$ cat src/hdl/dtrie_ram.sv
module dtrie_ram #(
    parameter int WIDTH = 8,
    parameter int DEPTH = 16
) (
    input  logic                     clk,
    input  logic                     rd_en,
    input  logic [$clog2(DEPTH)-1:0] rd_addr,
    output logic [WIDTH-1:0]         rd_data,
    input  logic                     wr_en,
    input  logic [$clog2(DEPTH)-1:0] wr_addr,
    input  logic [WIDTH-1:0]         wr_data
);

    logic [WIDTH-1:0] mem [DEPTH];

    always_ff @(posedge clk)
    begin
        if (wr_en)
        begin
            mem[wr_addr] <= wr_data;
        end
        if (rd_en)
        begin
            rd_data <= mem[rd_addr];
        end
    end

endmodule

$ cat config.mk
export PLATFORM = sky130hd
export DESIGN_NAME = dtrie_ram
export DESIGN_NICKNAME = d
export VERILOG_FILES = /design/src/hdl/dtrie_ram.sv
export SDC_FILE = /design/constraint.sdc
export NUM_CORES = 1
export LEC_CHECK = 0
export CAP_MARGIN = 10
export CORE_MARGIN = 2
export CORE_UTILIZATION = 40
export CTS_CLUSTER_SIZE = 28
export DETAILED_ROUTE_END_ITERATION = 7
export DONT_BUFFER_PORTS = 1
export PLACE_DENSITY = 0.61
export REMOVE_ABC_BUFFERS = 1
export SLEW_MARGIN = 10
export SYNTH_ARGS = -nofsm -noshare
export SYNTH_HDL_FRONTEND = slang
export SYNTH_SLANG_ARGS = --single-unit
$ cat constraint.sdc
create_clock -name clk -period 4.5 [get_ports clk]
set_input_delay 1.125 -clock clk [delete_from_list [all_inputs] [get_ports clk]]
set_output_delay 1.125 -clock clk [all_outputs]
set_load 0.01 [all_outputs]
# Word-level counts from Yosys, hierarchy flattened
# Memory sizes are Yosys's and may differ from the RTL's. A register that Yosys moved wholly into a read port is not among the register bits.
# Cells that the tools add are included.
[word_totals]
reg_bits = 0
latchBits = 0
ram_bits = 128
rom_bits = 0
input_bits = 19
word_cells = 3
memories = 1
[op_classes]
add_sub_neg = 0
mul = 0
div_mod_pow = 0
magnitude_cmp = 0
n_eq_ne = 0
shifts = 0
mux = 2
bitwise_logic = 0
n_reduce_logical = 0
[mem_list]
columns = ["memory", "words", "word_bits", "rd", "rd_ports_with_merged_regs", "wr", "line_no", "rtl"]
rows = [
  ["mem", 16, 8, 1, 1, 1, "14", "logic [WIDTH-1:0] mem [DEPTH];"],
]
[op_table]
columns = ["op", "n"]
rows = [
  ["two-way mux 1 bit", 2],
]

# Depth between registers and ports, before layout
[depth]
word_depth = 2
mapped_depth = 5
ltp_nobuf = 3

# Worst setup path before layout
# No wires, ideal clock.
[synth_path]
path_kind = "in2reg"
startpoint = "in wr_addr[2]"
endpoint = "mem mem[0][0] (enable)"
t_arrival_ns = 2.235
path_slack_ns = 1.882
stages = 2
n_path_buf = 0
path_cell_list = "or3b_2 > nor3_1"
[synth_rtl]
columns = ["item", "line_no", "rtl"]
rows = [
  ["start: declaration", "10", "input logic [$clog2(DEPTH)-1:0] wr_addr,"],
  ["end: declaration", "14", ""],
]
# Straight into the memory's write port.

# Worst setup path after layout
[layout_path]
startpoint = "in wr_addr[2]"
endpoint = "mem mem[0][5] (enable)"
# Straight into the memory's write port.

==> impl_results.html <==
<table>
<tr><th>Metric</th><th>Value</th></tr>
<tr><th colspan="2">Run status</th></tr>
<tr><td>Run status</td><td>completed</td></tr>
<tr><th colspan="2">Clocking</th></tr>
<tr><td>Buffer depth of the longest clock path</td><td>2</td></tr>
<tr><td>Number of buffers inserted to repair setup after CTS</td><td>0</td></tr>
<tr><td>TritonCTS clock tree</td><td>yes</td></tr>
<tr><td>Hold_buf cts</td><td>0</td></tr>
<tr><td>Clock transition at the register clock pins on the worst setup and hold paths after CTS</td><td>roughly 50 ps</td></tr>
<tr><td>Worst skew pair latency</td><td>410 ps</td></tr>
<tr><td>CTS H-tree lvls</td><td>4</td></tr>
<tr><td>Buffer type at the clock tree root</td><td>sky130_fd_sc_hd__clkbuf_16</td></tr>
<tr><td>Cts bufs inserted</td><td>17</td></tr>
<tr><td>TritonCTS sink count</td><td>around 140</td></tr>
<tr><td>Number of resized instances in the post-cts repair step</td><td>0</td></tr>
<tr><th colspan="2">Synthesis</th></tr>
<tr><td>Per-instance average area after synthesis</td><td>22.83 um^2</td></tr>
<tr><td>Area contributors post-synth</td><td>sky130_fd_sc_hd__edfxtp_1 78%, sky130_fd_sc_hd__mux4_2 7.8%, sky130_fd_sc_hd__mux4_1 7.0%, sky130_fd_sc_hd__a22oi_1 2.3%, sky130_fd_sc_hd__nor2_1 0.93%</td></tr>
<tr><td>Number of instances in the synthesized netlist</td><td>about 230</td></tr>
<tr><td>Sequential area share after synthesis</td><td>78.12%</td></tr>
<tr><td>Cell area after technology mapping</td><td>around 0.0052 mm^2</td></tr>
<tr><td>Unique masters post-synth</td><td>18</td></tr>
<tr><td>Post-synth top area share</td><td>about four fifths</td></tr>
<tr><td>Area leader, netlist</td><td>sky130_fd_sc_hd__edfxtp_1</td></tr>
<tr><td>YS warnings</td><td>0</td></tr>
<tr><td>Post-synthesis register bit count</td><td>136</td></tr>
<tr><th colspan="2">Timing</th></tr>
<tr><td>Headroom to the max-slew limit</td><td>between 20% and 30%</td></tr>
<tr><td>Share of the cycle needed by the critical path after routing</td><td>between 50% and 60%</td></tr>
<tr><td>Unrepaired setup endpoints after global routing</td><td>false</td></tr>
<tr><td>Fin. max-slew vios</td><td>0</td></tr>
<tr><td>Fmax</td><td>412.6 MHz</td></tr>
<tr><td>Worst-margin pin slew</td><td>around 1100 ps</td></tr>
<tr><td>Setup TNS</td><td>0 ps</td></tr>
<tr><td>Minimum clock period</td><td>between 2000 and 2500 ps</td></tr>
<tr><td>Hold violation count in the final report</td><td>0</td></tr>
<tr><td>Number of endpoints failing setup at the final stage</td><td>0</td></tr>
<tr><td>Worst-case clock skew</td><td>8.298 ps</td></tr>
<tr><th colspan="2">Detailed routing</th></tr>
<tr><td>Wirelength, routed</td><td>about 10 mm</td></tr>
<tr><td>Via-per-instance ratio</td><td>5.289</td></tr>
<tr><td>Vias</td><td>~2,200</td></tr>
<tr><td>Detailed-route wire length per cell</td><td>roughly 23 um</td></tr>
<tr><td>Routed Antenna Nets</td><td>0</td></tr>
<tr><td>Detailed Routing Iterations Pass 1</td><td>4</td></tr>
<tr><td>DR DRC count</td><td>0</td></tr>
<tr><td>Iter 0 DRT Violations</td><td>196</td></tr>
<tr><th colspan="2">Final layout</th></tr>
<tr><td>Final nets</td><td>around 260</td></tr>
<tr><td>Layout-stage area growth over the synthesis result</td><td>15.89%</td></tr>
<tr><td>Fraction of layout cells with a size suffix above 1</td><td>20.55%</td></tr>
<tr><td>Number of antenna cells inserted</td><td>0</td></tr>
<tr><td>End-of-flow core utilization</td><td>between 40% and 50%</td></tr>
<tr><td>Number of fill cells in the layout</td><td>1,024</td></tr>
<tr><td>Final cell count without fillers</td><td>425</td></tr>
<tr><th colspan="2">Setup path</th></tr>
<tr><td>Arrival @ worst endpoint</td><td>2450 ps</td></tr>
<tr><td>Cells on worst reg2reg path</td><td>3</td></tr>
<tr><td>Top Family by Delay on Critical Path</td><td>simple AND/OR/NAND/NOR gates</td></tr>
<tr><td>Start of the worst register-to-register path</td><td>mem[1][1]</td></tr>
<tr><td>Endpoint type of the worst setup path</td><td>flop</td></tr>
<tr><td>Critical path type</td><td>in -&gt; reg</td></tr>
<tr><td>Cells along the critical path</td><td>or3b_2, nor3_1</td></tr>
<tr><td>Max incr delay on CP</td><td>roughly 800 ps</td></tr>
<tr><td>Flop2flop setup slack</td><td>roughly 2800 ps</td></tr>
<tr><td>Worst Path Buf+Inv</td><td>0</td></tr>
<tr><td>Capture instance of the worst register-to-register path</td><td>rd_data[1]</td></tr>
<tr><td>Maximum fanout count along the critical path</td><td>8</td></tr>
<tr><td>Kind of start point of the critical path</td><td>input pin</td></tr>
<tr><td>Max stage delay cell, worst path</td><td>sky130_fd_sc_hd__nor3_1</td></tr>
<tr><td>Critical path data required time</td><td>~4500 ps</td></tr>
<tr><th colspan="2">Power and ir drop</th></tr>
<tr><td>Power density relative to cell area</td><td>slightly above 500 mW/mm^2</td></tr>
<tr><td>Maximum vdd ir drop</td><td>0.4238 mV</td></tr>
<tr><td>Total Power Consumption</td><td>approximately 0.0031 W</td></tr>
<tr><td>Reported leakage power</td><td>around 2 nW</td></tr>
<tr><th colspan="2">Worst hold path</th></tr>
<tr><td>Worst Min Path Start</td><td>mem[8][2]</td></tr>
<tr><td>Path class of the lowest-slack min-delay path</td><td>reg -&gt; reg</td></tr>
<tr><td>WHS Path Cells</td><td>3</td></tr>
<tr><td>Worst hold path endpoint</td><td>rd_data[2]</td></tr>
<tr><th colspan="2">Die</th></tr>
<tr><td>Top-Level Pins</td><td>27</td></tr>
<tr><td>Floorplan die area</td><td>roughly 0.014 mm^2</td></tr>
<tr><td>Cell row count</td><td>a little over 40</td></tr>
<tr><td>DIE HEIGHT</td><td>around 120 um</td></tr>
<tr><td>Chip width</td><td>~120 um</td></tr>
<tr><td>Initial core utilization</td><td>41.26%</td></tr>
<tr><td>Core Footprint</td><td>0.01267 mm^2</td></tr>
<tr><th colspan="2">Global routing</th></tr>
<tr><td>Congestion Overflow GR</td><td>0</td></tr>
<tr><td>Vias in the first global route</td><td>~2,400</td></tr>
<tr><td>Pin count of the biggest net entering global routing</td><td>33</td></tr>
<tr><td>Antenna violations before repair</td><td>0</td></tr>
<tr><td>Total routing usage reported by global routing</td><td>between 10% and 20%</td></tr>
<tr><td>Wire length of the first global-routing pass</td><td>15.02 mm</td></tr>
<tr><th colspan="2">Placement</th></tr>
<tr><td>Number of placed instances with taps included</td><td>between 300 and 400</td></tr>
<tr><td>Half-perimeter wire length after placement</td><td>just over 6 mm</td></tr>
<tr><td>Routability-driven placement congestion ratio</td><td>0.8215</td></tr>
<tr><td>Number of buffers inserted by port buffering</td><td>0</td></tr>
<tr><th colspan="2">Flow run</th></tr>
<tr><td>Number of violations of the max-capacitance limit</td><td>0</td></tr>
</table>
## synthesized netlist by cell type
| cell type | instances |
|---|---|
| sky130_fd_sc_hd__edfxtp_1 | 136 |
| sky130_fd_sc_hd__nand2b_1 | 2 |
| sky130_fd_sc_hd__clkdlybuf4s25_2 | 3 |
| sky130_fd_sc_hd__mux4_1 | 14 |
| sky130_fd_sc_hd__buf_6 | 3 |
| sky130_fd_sc_hd__and2b_1 | 1 |
| sky130_fd_sc_hd__nor2_1 | 13 |
| sky130_fd_sc_hd__and2_1 | 1 |
| sky130_fd_sc_hd__or3b_2 | 1 |
| sky130_fd_sc_hd__nand2_1 | 9 |
| sky130_fd_sc_hd__nand3_1 | 1 |
| sky130_fd_sc_hd__buf_2 | 3 |
| sky130_fd_sc_hd__nand3b_1 | 2 |
| sky130_fd_sc_hd__buf_4 | 1 |
| sky130_fd_sc_hd__mux4_2 | 18 |
| sky130_fd_sc_hd__a22oi_1 | 16 |
| sky130_fd_sc_hd__nor2b_1 | 1 |
| sky130_fd_sc_hd__nor3_1 | 4 |
## state kept, by name (all words and copies together), names as in the netlist
name,count
rd_data,8
mem,128
## cell type report
cell class	instances	area, um^2	share of cell area, %
clock buffers	18	429.2	7.084
clock inverters	14	252.7	4.172
multi-input cells	83	1062	17.53
flip-flops and latches	136	4084	67.41
well taps	172	215.2	3.552
repair buffers	2	15.01	0.2478
## layer usage
| metal | track usage [%] | wire (um) | part of all wire [%] | vias to the layer above |
|---|---|---|---|---|
| met5 | 0 | 0 | 0 | - |
| met4 | 6.099 | 144 | 1.4 | 0 |
| met3 | 4.778 | 474 | 4.8 | 10 |
| met2 | 24.89 | 5107 | 51 | 65 |
| met1 | 19.47 | 4252 | 43 | 1175 |
| li1 | - | - | - | 998 |
## stage by stage
step / hold WS, ps / cell area (um^2) / setup WS, ps
2_1_floorplan: 704.8 / 5141 / 1882
3_3_place_gp: 751.9 / 5371 / 1748
3_5_place_dp: 758.6 / 5371 / 1607
4_1_cts: 777.0 / 6053 / 2052
5_1_grt: 781.9 / 6058 / 2010
6_report: 772.3 / 6058 / 2077
## power breakdown
group	internal (W)	leakage [nW]	switching, W	total [W]
combinational	0.0000402	0.381	0.0000362	0.0000765
clock	0.00109	0.327	0.000495	0.00158
sequential	0.00143	1.24	0.00000986	0.00144
## tightest hold or removal path: stages, from the launching register on
cell and delay [ps]:
sky130_fd_sc_hd__edfxtp_1 310, sky130_fd_sc_hd__mux4_1 220, sky130_fd_sc_hd__a22oi_1 80, sky130_fd_sc_hd__nand2_1 60
## how the worst max path moves through the flow
stage                           from        end  slack, ps  cells after the start
after floorplan           wr_addr[2]  mem[0][0]       1880                      2
after global placement    wr_addr[2]  mem[0][1]       1750                      2
after detailed placement  wr_addr[2]  mem[0][1]       1610                      2
after CTS                 wr_addr[2]  mem[0][5]       2050                      2
after global routing      wr_addr[2]  mem[0][5]       2010                      2
final                     wr_addr[2]  mem[0][5]       2080                      2
## placed cells by master (no fill, tap or decap), drive strengths merged
cell	Yosys	final
edfxtp	136	136
nand2	9	9
and2b	1	1
nor2b	1	1
nor2	13	13
bufinv	0	7
clkbuf	0	18
nand3b	2	2
a22oi	16	16
mux4	32	32
clkinv	0	5
nand2b	2	2
clkinvlp	0	2
and2	1	1
nor3	4	4
or3b	1	1
nand3	1	1
buf	7	2
## logic make-up (layout without fill, tap and decap cells)
kind of cell	Yosys count	in the layout	share of synthesized area (%)
AO/OA/AOI/OAI	16	16	2.298
AND/OR/NAND/NOR	35	35	3.136
flip-flops	136	136	78.12
buffers and inverters	10	34	1.651
multiplexers	32	32	14.79
Note: power is estimated with default switching activity, not from simulation.
