$ cat config.mk
export PLATFORM = sky130hd
export DESIGN_NAME = dtrie_walker
export DESIGN_NICKNAME = d
export VERILOG_FILES = /design/src/hdl/dtrie_pkg.sv /design/src/hdl/dtrie_walker.sv
export SDC_FILE = /design/constraint.sdc
export NUM_CORES = 1
export LEC_CHECK = 0
export BUFFER_PORTS_ARGS = -buffer_cell sky130_fd_sc_hd__buf_2
export CAP_MARGIN = 15
export CORE_AREA = 2 2 149 151
export CTS_BUF_LIST = sky130_fd_sc_hd__clkbuf_8
export DETAILED_ROUTE_END_ITERATION = 12
export DIE_AREA = 0 0 151 153
export HOLD_SLACK_MARGIN = 0.15
export MAX_ROUTING_LAYER = met4
export PLACE_DENSITY = 0.69
export SLEW_MARGIN = 20
export SYNTH_ARGS = -nofsm -noshare
export SYNTH_HDL_FRONTEND = slang
export SYNTH_SLANG_ARGS = --single-unit
$ cat constraint.sdc
create_clock -name clk -period 8.4 [get_ports clk]
set_clock_uncertainty 0.05 [all_clocks]
set_input_delay 0.84 -clock clk [delete_from_list [all_inputs] [get_ports clk]]
set_output_delay 0.84 -clock clk [all_outputs]
set_load 0.1 [all_outputs]
$ cat src/hdl/dtrie_pkg.sv
package dtrie_pkg;

    localparam int unsigned RADIX = 10;
    localparam int unsigned DIGIT_BITS = 4;
    localparam int unsigned KEY_PORT_BITS = 40;
    localparam int unsigned HANDLE_PORT_BITS = 16;

    localparam logic KIND_INSERT = 1'b0;
    localparam logic KIND_LOOKUP = 1'b1;

    typedef enum logic [2:0] {
        ST_INSERTED  = 3'd0,
        ST_DUPLICATE = 3'd1,
        ST_FOUND     = 3'd2,
        ST_NOT_FOUND = 3'd3,
        ST_POOL_FULL = 3'd4,
        ST_BAD_KEY   = 3'd5
    } status_t;

    typedef enum logic [1:0] {
        S_IDLE,
        S_WALK,
        S_LEAF,
        S_RESP
    } state_t;

    typedef struct packed {
        status_t                     status;
        logic [HANDLE_PORT_BITS-1:0] found;
    } res_t;

endpackage

$ cat src/hdl/dtrie_walker.sv
module dtrie_walker
    import dtrie_pkg::*;
#(
    parameter int NODE_COUNT = 4096,
    parameter int KEY_DIGITS = 10,
    parameter int HANDLE_BITS = 16,
    parameter int NODE_BITS = $clog2(NODE_COUNT),
    parameter int ROW_W = RADIX * NODE_BITS + 1 + HANDLE_BITS
) (
    input  logic                        clk,
    input  logic                        rst_n,
    input  logic                        req_valid,
    output logic                        req_stall,
    input  logic                        kind,
    input  logic [KEY_PORT_BITS-1:0]    key_digits,
    input  logic [HANDLE_PORT_BITS-1:0] record_handle,
    output logic                        res_valid,
    output res_t                        res,
    input  logic                        res_take,
    output logic                        rd_en,
    output logic [NODE_BITS-1:0]        rd_addr,
    input  logic [ROW_W-1:0]            rd_data,
    output logic                        wr_en,
    output logic [NODE_BITS-1:0]        wr_addr,
    output logic [ROW_W-1:0]            wr_data
);

    localparam int KEY_BITS = DIGIT_BITS * KEY_DIGITS;
    localparam int LINK_W = RADIX * NODE_BITS;
    localparam int LVL_BITS = $clog2(KEY_DIGITS + 1);
    localparam int FREE_BITS = $clog2(NODE_COUNT + 1);

    state_t                  state_reg, state_next;
    logic                    kind_reg, kind_next;
    logic [KEY_BITS-1:0]     key_reg, key_next;
    logic [HANDLE_BITS-1:0]  handle_reg, handle_next;
    logic [LVL_BITS-1:0]     level_reg, level_next;
    logic [NODE_BITS-1:0]    node_reg, node_next;
    logic                    fresh_reg, fresh_next;
    logic                    root_live_reg, root_live_next;
    logic [FREE_BITS-1:0]    free_reg, free_next;
    status_t                 status_reg, status_next;
    logic [HANDLE_PORT_BITS-1:0] found_reg, found_next;

    logic [KEY_BITS+KEY_PORT_BITS-1:0]        key_ext;
    logic [KEY_BITS-1:0]                      key_in;
    logic [HANDLE_BITS+HANDLE_PORT_BITS-1:0]  handle_ext;
    logic [HANDLE_BITS+HANDLE_PORT_BITS-1:0]  stored_ext;
    logic                    key_bad;
    logic [LINK_W-1:0]       row_links;
    logic [LINK_W-1:0]       links_ins;
    logic                    row_valid;
    logic [HANDLE_BITS-1:0]  row_handle;
    logic [DIGIT_BITS-1:0]   digit;
    logic [NODE_BITS-1:0]    link;
    logic [NODE_BITS-1:0]    new_node;
    logic [NODE_BITS-1:0]    child;
    logic                    link_null;
    logic                    pool_empty;
    logic                    last_level;
    logic                    walk_stop;

    assign key_ext = {{KEY_BITS{1'b0}}, key_digits};
    assign key_in = key_ext[KEY_BITS-1:0];
    assign handle_ext = {{HANDLE_BITS{1'b0}}, record_handle};

    always_comb
    begin
        key_bad = 1'b0;
        for (int d = 0; d < KEY_DIGITS; d++)
        begin
            if (key_in[d*DIGIT_BITS +: DIGIT_BITS] > DIGIT_BITS'(RADIX - 1))
            begin
                key_bad = 1'b1;
            end
        end
    end

    always_comb
    begin
        row_links = fresh_reg ? '0 : rd_data[LINK_W-1:0];
        row_valid = fresh_reg ? 1'b0 : rd_data[ROW_W-1];
        row_handle = rd_data[ROW_W-2 -: HANDLE_BITS];
        stored_ext = {{HANDLE_PORT_BITS{1'b0}}, row_handle};
        digit = key_reg[KEY_BITS-1 -: DIGIT_BITS];
        new_node = free_reg[NODE_BITS-1:0];
        link = '0;
        links_ins = row_links;
        for (int s = 0; s < RADIX; s++)
        begin
            if (digit == DIGIT_BITS'(s))
            begin
                link = row_links[s*NODE_BITS +: NODE_BITS];
                links_ins[s*NODE_BITS +: NODE_BITS] = new_node;
            end
        end
        link_null = (link == '0);
        pool_empty = (free_reg == FREE_BITS'(NODE_COUNT));
        child = link_null ? new_node : link;
        last_level = (level_reg == LVL_BITS'(KEY_DIGITS - 1));
        walk_stop = link_null && ((kind_reg == KIND_LOOKUP) || pool_empty);
    end

    always_comb
    begin
        state_next = state_reg;
        unique case (state_reg)
            S_IDLE:
            begin
                if (req_valid)
                begin
                    state_next = key_bad ? S_RESP : S_WALK;
                end
            end
            S_WALK:
            begin
                priority if (walk_stop)
                begin
                    state_next = S_RESP;
                end
                else if (last_level)
                begin
                    state_next = S_LEAF;
                end
            end
            S_LEAF:
            begin
                state_next = S_RESP;
            end
            S_RESP:
            begin
                if (res_take)
                begin
                    state_next = S_IDLE;
                end
            end
            default:
            begin
                state_next = S_IDLE;
            end
        endcase
    end

    always_comb
    begin
        kind_next = kind_reg;
        key_next = key_reg;
        handle_next = handle_reg;
        level_next = level_reg;
        node_next = node_reg;
        fresh_next = fresh_reg;
        root_live_next = root_live_reg;
        free_next = free_reg;
        status_next = status_reg;
        found_next = found_reg;
        rd_en = 1'b0;
        rd_addr = '0;
        wr_en = 1'b0;
        wr_addr = node_reg;
        wr_data = {1'b0, {HANDLE_BITS{1'b0}}, row_links};
        unique case (state_reg)
            S_IDLE:
            begin
                if (req_valid)
                begin
                    kind_next = kind;
                    key_next = key_in;
                    handle_next = handle_ext[HANDLE_BITS-1:0];
                    level_next = '0;
                    node_next = '0;
                    fresh_next = !root_live_reg;
                    found_next = '0;
                    if (key_bad)
                    begin
                        status_next = ST_BAD_KEY;
                    end
                    else
                    begin
                        rd_en = 1'b1;
                    end
                end
            end
            S_WALK:
            begin
                if (walk_stop)
                begin
                    if (kind_reg == KIND_LOOKUP)
                    begin
                        status_next = ST_NOT_FOUND;
                    end
                    else
                    begin
                        status_next = ST_POOL_FULL;
                        wr_en = fresh_reg;
                    end
                end
                else
                begin
                    if (link_null)
                    begin
                        wr_en = 1'b1;
                        wr_data = {1'b0, {HANDLE_BITS{1'b0}}, links_ins};
                        free_next = free_reg + FREE_BITS'(1);
                    end
                    fresh_next = link_null;
                    node_next = child;
                    rd_en = 1'b1;
                    rd_addr = child;
                    key_next = key_reg << DIGIT_BITS;
                    level_next = level_reg + LVL_BITS'(1);
                end
                if (wr_en && (node_reg == '0))
                begin
                    root_live_next = 1'b1;
                end
            end
            S_LEAF:
            begin
                if (kind_reg == KIND_INSERT)
                begin
                    if (row_valid)
                    begin
                        status_next = ST_DUPLICATE;
                    end
                    else
                    begin
                        wr_en = 1'b1;
                        wr_data = {1'b1, handle_reg, {LINK_W{1'b0}}};
                        status_next = ST_INSERTED;
                    end
                end
                else if (row_valid)
                begin
                    status_next = ST_FOUND;
                    found_next = stored_ext[HANDLE_PORT_BITS-1:0];
                end
                else
                begin
                    status_next = ST_NOT_FOUND;
                end
            end
            S_RESP:
            begin
            end
            default:
            begin
            end
        endcase
    end

    always_ff @(posedge clk or negedge rst_n)
    begin
        if (!rst_n)
        begin
            state_reg <= S_IDLE;
            root_live_reg <= 1'b0;
            free_reg <= FREE_BITS'(1);
            fresh_reg <= 1'b0;
        end
        else
        begin
            state_reg <= state_next;
            root_live_reg <= root_live_next;
            free_reg <= free_next;
            fresh_reg <= fresh_next;
        end
    end

    always_ff @(posedge clk)
    begin
        kind_reg <= kind_next;
        key_reg <= key_next;
        handle_reg <= handle_next;
        level_reg <= level_next;
        node_reg <= node_next;
        status_reg <= status_next;
        found_reg <= found_next;
    end

    assign req_stall = (state_reg != S_IDLE);
    assign res_valid = (state_reg == S_RESP);
    assign res.status = status_reg;
    assign res.found = found_reg;

endmodule

== After elaboration in Yosys (flattened, before gate mapping) ==
Index checks and enable logic that the tools add are counted.
Storage, ports and cells
  register bits: 109
  bits of input ports: 198
  output and inout port bits: 184
  word-level logic and storage cells: 146
Operators by class
  add/subtract/negate cells: 2
  order comparisons: 10
  equal/unequal tests: 22
  multiplexer cells: 81
  bitwise gates (word level): 1
  reductions and logical operators: 19
Operators by type and width (count)
  120-bit two-way mux: 3
  12-bit two-way mux: 25
  137-bit two-way mux: 2
  137-bit case mux with 2 select lines: 1
  40-bit two-way mux: 2
  40-bit case mux with 2 select lines: 1
  16-bit two-way mux: 3
  4-bit > comparator (second input constant): 10
  16-bit case mux with 2 select lines: 1
  12-bit zero test: 2
  1-bit two-way mux: 24
  12-bit case mux with 2 select lines: 1
  4-bit by 3-bit == test with 1-bit output (second input constant): 4
  3-bit two-way mux: 5
  13-bit by 1-bit adder with 13-bit output (second input constant): 1
  13-bit == test (second input constant): 1
  4-bit == test (second input constant): 3
  2-bit inequality test (second input constant): 6
  2-bit two-way mux: 5
  3-bit case mux with 3 select lines: 1
  3-bit AND reduction: 3
  4-bit by 2-bit == test with 1-bit output (second input constant): 2
  4-bit two-way mux: 2
  2-bit case mux with 4 select lines: 1
  18 further kinds: 26

== Logic depth before layout (Yosys ltp) ==
  word-level depth: 17
  depth in mapped cells: 15
  gate-level depth less buffers: 9

== Worst setup path after synthesis ==
OpenSTA, ideal clock, no wires.
  kind: input -> register
  start point: input port rd_data[3]
  end point: register key_reg[0] (enable)
  setup time: 0.503 ns
  arrival: 5.560 ns
  required time: 7.847 ns
  setup slack: 2.287 ns
  stages: 9
  buffers on the path: 1
  path through: or4b_2 > a211oi_1 > a31oi_1 > a31oi_1 > nor3_2 > nand4_4 > nor2_1 > clkbuf_1 > a31oi_1
On the way
  word-level cells in the longest chain between the ends: 15
Ends and longest elaborated chain
  start, declared: line dtrie_walker.sv:22  | input logic [ROW_W-1:0] rd_data,
  120-bit two-way mux: line dtrie_walker.sv:81  | row_links = fresh_reg ? '0 : rd_data[LINK_W-1:0];
  12-bit two-way mux (10 in series): line dtrie_walker.sv:91  | if (digit == DIGIT_BITS'(s))
  12-bit zero test: line dtrie_walker.sv:97  | link_null = (link == '0);
  1-bit logical AND: line dtrie_walker.sv:101  | walk_stop = link_null && ((kind_reg == KIND_LOOKUP) || pool_empty);
  2-bit inequality test (no source line)
  3-bit AND reduction (no source line)
  end signal, assigned: line dtrie_walker.sv:272  | key_reg <= key_next;
  end, declared: line dtrie_walker.sv:35  | logic [KEY_BITS-1:0] key_reg, key_next;
No other way between the ends.
A chain may end at the register's enable or synchronous reset.

== Worst setup path in the final report ==
  start point: register fresh_reg
  end point: output port wr_data[118]
On the way
  word-level cells in the longest chain between the ends: 15
  elaborated cells between the ends (all ways): 20
  those cells by class: mux (18); reduce/logical (2)
Ends and longest elaborated chain
  start, declared: line dtrie_walker.sv:39  | logic fresh_reg, fresh_next;
  start signal, assigned: line dtrie_walker.sv:265  | fresh_reg <= fresh_next;
  120-bit two-way mux: line dtrie_walker.sv:81
  12-bit two-way mux (10 in series): line dtrie_walker.sv:91
  12-bit zero test: line dtrie_walker.sv:97
  120-bit two-way mux or 1-bit logical AND (tied branches): line dtrie_walker.sv:199, dtrie_walker.sv:101
  120-bit two-way mux: line dtrie_walker.sv:185  | if (walk_stop)
  137-bit case mux with 2 select lines (*): line dtrie_walker.sv:161  | unique case (state_reg)
  end, declared: line dtrie_walker.sv:25  | output logic [ROW_W-1:0] wr_data
Mark *: on every way between the ends. The rest lies on a longest branch, timed or not.

==> run metrics <==
result of the run completed; part of the Yosys area used for sequential elements 39.1%; Die Footprint 23100 um^2; clock sink count 109; worst setup margin 2.07 ns; primary flip-flop cell chosen by synthesis mapping edfxtp_1; met2 WL post-DR 16200 um; initial antenna violation count 1; detail-routed via count per cell 6.04; highest metal layer used by the detailed router met4; DRT met1 WL 13600 um; number of DRC violations after detailed-routing iteration 0 1070; proportion of netlist area held by the largest area contributor 33.9%; wire length after detailed routing 36000 um; average routed wire per standard cell 23.8 um; Final min period 6.33 ns; Bufs on Longest Clock Path 2; depth of the worst register-to-register path 11; Setup-failing EPs final 0; chip width 151 um; number of different library cells in the post-synthesis netlist 82; Critical Path Fanout Max 26; number of synthesized register bits 109; number of gates resized after cts 0; final count of pins violating max slew 0; unrepaired setup endpoints after global routing false; Async SR Flop Fraction 15.6%; critical path data arrival time 5.44 ns; fmax 158 MHz; final instance area 10400 um^2; Final period util 75.3%; net count of the mapped netlist 1109; first-pass GRT wire length 52000 um; worst rel slew slack 28.6%; TritonCTS clock tree built; half-perimeter wire length after detailed placement 28000 um; via count of the first global-routing pass 8511; Critical Path Sink Type output pin; CTS buffer count 9; required time of the critical path 7.51 ns; final core utilization 48.2%; Critical Path Source Type flip-flop; number of flip-flops in the largest register 40; post-CTS setup repair buffer count 0; share of cells above drive strength 1 38.1%; post-synthesis cell area 8150 um^2; GRT overflow 0; critical path class flip-flop to output pin; layout overhead on the synthesized area 27.2%; area leader, netlist edfxtp_1; worst hold-check path type input pin to async pin; Post-DP Area 10200 um^2; Core Footprint 21500 um^2; met3 routed wirelength 4550 um; Final ANT Viol Nets 0; Pre-Repair DR Iteration Count 6; count of pins on the block boundary 382; max capacitance violation total 0; overall fraction of global-route tracks in use 30.8%; worst reg-to-reg setup slack 3.71 ns; transition time of the tightest slew-check pin 1.07 ns; level count of the clock H-tree 3; number of rows created at floorplan 54; mean instance size in the synthesized netlist 9.03 um^2; Vert. Die Dim 153 um; number of port buffers 381; Place WS 2.24 ns; number of filler cells placed in the layout 2111; maximum number of pins on one net before global-route repair 75; total negative slack for setup checks 0 ns; Area contributors post-synth edfxtp_1 34%, o21ai_0 6.0%, nand2_1 5.6%; global placer's final weighted congestion 1.10; total of warnings raised by yosys 0; clock transition at the register clock pins on the worst setup and hold paths after CTS 0.10 ns; number of hold buffers added after cts 0; final hold violation count 0; clock tree root driver cell clkbuf_8; Synth Instances 902; Clock Latency Late Sink 0.38 ns; net count of the finished layout 1437; count of vias placed by the detailed router 9152; Residual DRC 0; Post-synth EDFFs 92; starting utilization of the core area 37.9%
cells in the final DEF (no fill, tap or decap), drive strengths merged, types with 4 or more instances in the layout:
| cell | Yosys | layout |
|---|---|---|
| a21o | 6 | 6 |
| dfrtp | 16 | 16 |
| a22oi | 9 | 9 |
| or4b | 4 | 4 |
| a221oi | 7 | 7 |
| and3b | 4 | 4 |
| ha | 9 | 9 |
| nor3b | 6 | 6 |
| nand4 | 11 | 11 |
| buf | 29 | 392 |
| o2bb2ai | 11 | 11 |
| edfxtp | 92 | 92 |
| o211ai | 8 | 8 |
| nor2 | 41 | 41 |
| nor3 | 8 | 8 |
| nand2b | 13 | 13 |
| nand3 | 16 | 16 |
| o21ai | 105 | 105 |
| a21boi | 4 | 4 |
| a211oi | 6 | 6 |
| mux2i | 10 | 10 |
| a31oi | 8 | 8 |
| nand2 | 122 | 122 |
| o32ai | 16 | 16 |
| a32o | 12 | 12 |
| a32oi | 7 | 7 |
| clkbuf | 46 | 9 |
| nor2b | 36 | 36 |
| inv | 29 | 34 |
| o22ai | 19 | 19 |
| a21oi | 33 | 33 |
| and2 | 40 | 40 |
| xnor2 | 13 | 13 |
| and3 | 9 | 9 |
| nor4 | 7 | 7 |
| mux2 | 38 | 38 |
| a22o | 7 | 7 |
cell type report:
cell class | instances | area (um^2) | area share (%)
clock inverter | 7 | 36.3 | 0.350
sequential | 109 | 3190 | 30.8
multi-input combinational | 689 | 4550 | 43.9
antenna | 1 | 2.50 | 0.0241
timing repair buffer | 392 | 2000 | 19.3
clock buffer | 9 | 124 | 1.20
tap | 280 | 350 | 3.38
inverter | 29 | 109 | 1.05
cells in the mapped netlist (10+ instances only):
cell       instances
nand2b_1          13
inv_1             27
mux2i_1           10
o22ai_1           19
nand2_1          121
o2bb2ai_1         11
clkbuf_1          46
mux2_2            38
o32ai_1           16
edfxtp_1          92
nor2b_1           35
o21ai_0           98
dfrtp_1           16
a32o_1            12
nand4_1           10
a21oi_1           32
nand3_1           16
buf_2             15
nor2_1            41
xnor2_1           13
and2_1            40
path summary, 6_finish.rpt:
kind	to	start
max	wr_data[118]	fresh_reg
min	state_reg[0]	rst_n
max reg2reg	key_reg[36]	key_reg[36]
min reg2reg	root_live_reg	root_live_reg
max in group asynchronous	free_reg[0]	rst_n
min in group clk	root_live_reg	root_live_reg
logic make-up after synthesis:
group,count (synthesis),synth area share [%]
flip-flops,109,39.1
adder cells (fa/ha/maj),9,1.38
XOR/XNOR,14,1.51
AO/OA/AOI/OAI,281,22.9
multiplexers,49,6.76
buffers and inverters,104,5.62
AND/OR/NAND/NOR,336,22.6
critical path: stages, from the launching register on:
cell and delay [ns]:
dfrtp_2 0.70, inv_1 0.59, a31oi_1 0.31, o22ai_1 0.13, a311o_1 0.35, a21boi_1 0.17
a2111o_1 0.62, nor3_4 0.67, nand2_1 0.44, o21ai_0 0.55, buf_2 0.52
metrics by stage:
step / cells / hold slack (ns)
final: 1516 / 0.316
after CTS: 1514 / 0.314
after global placement: 1498 / 0.395
after floorplan: 902 / 0.386
after detailed placement: 1498 / 0.400
after global routing: 1516 / 0.335
per-layer routing:
metal,up-vias,track usage [%]
li1,4042,-
met1,4295,38.7
met2,685,46.6
met3,130,8.45
met4,0,13.2
met5,-,-
Power is left out: the tool's default activity adds up to more than one toggle a clock period on the data nets, which glitch-free logic cannot reach.
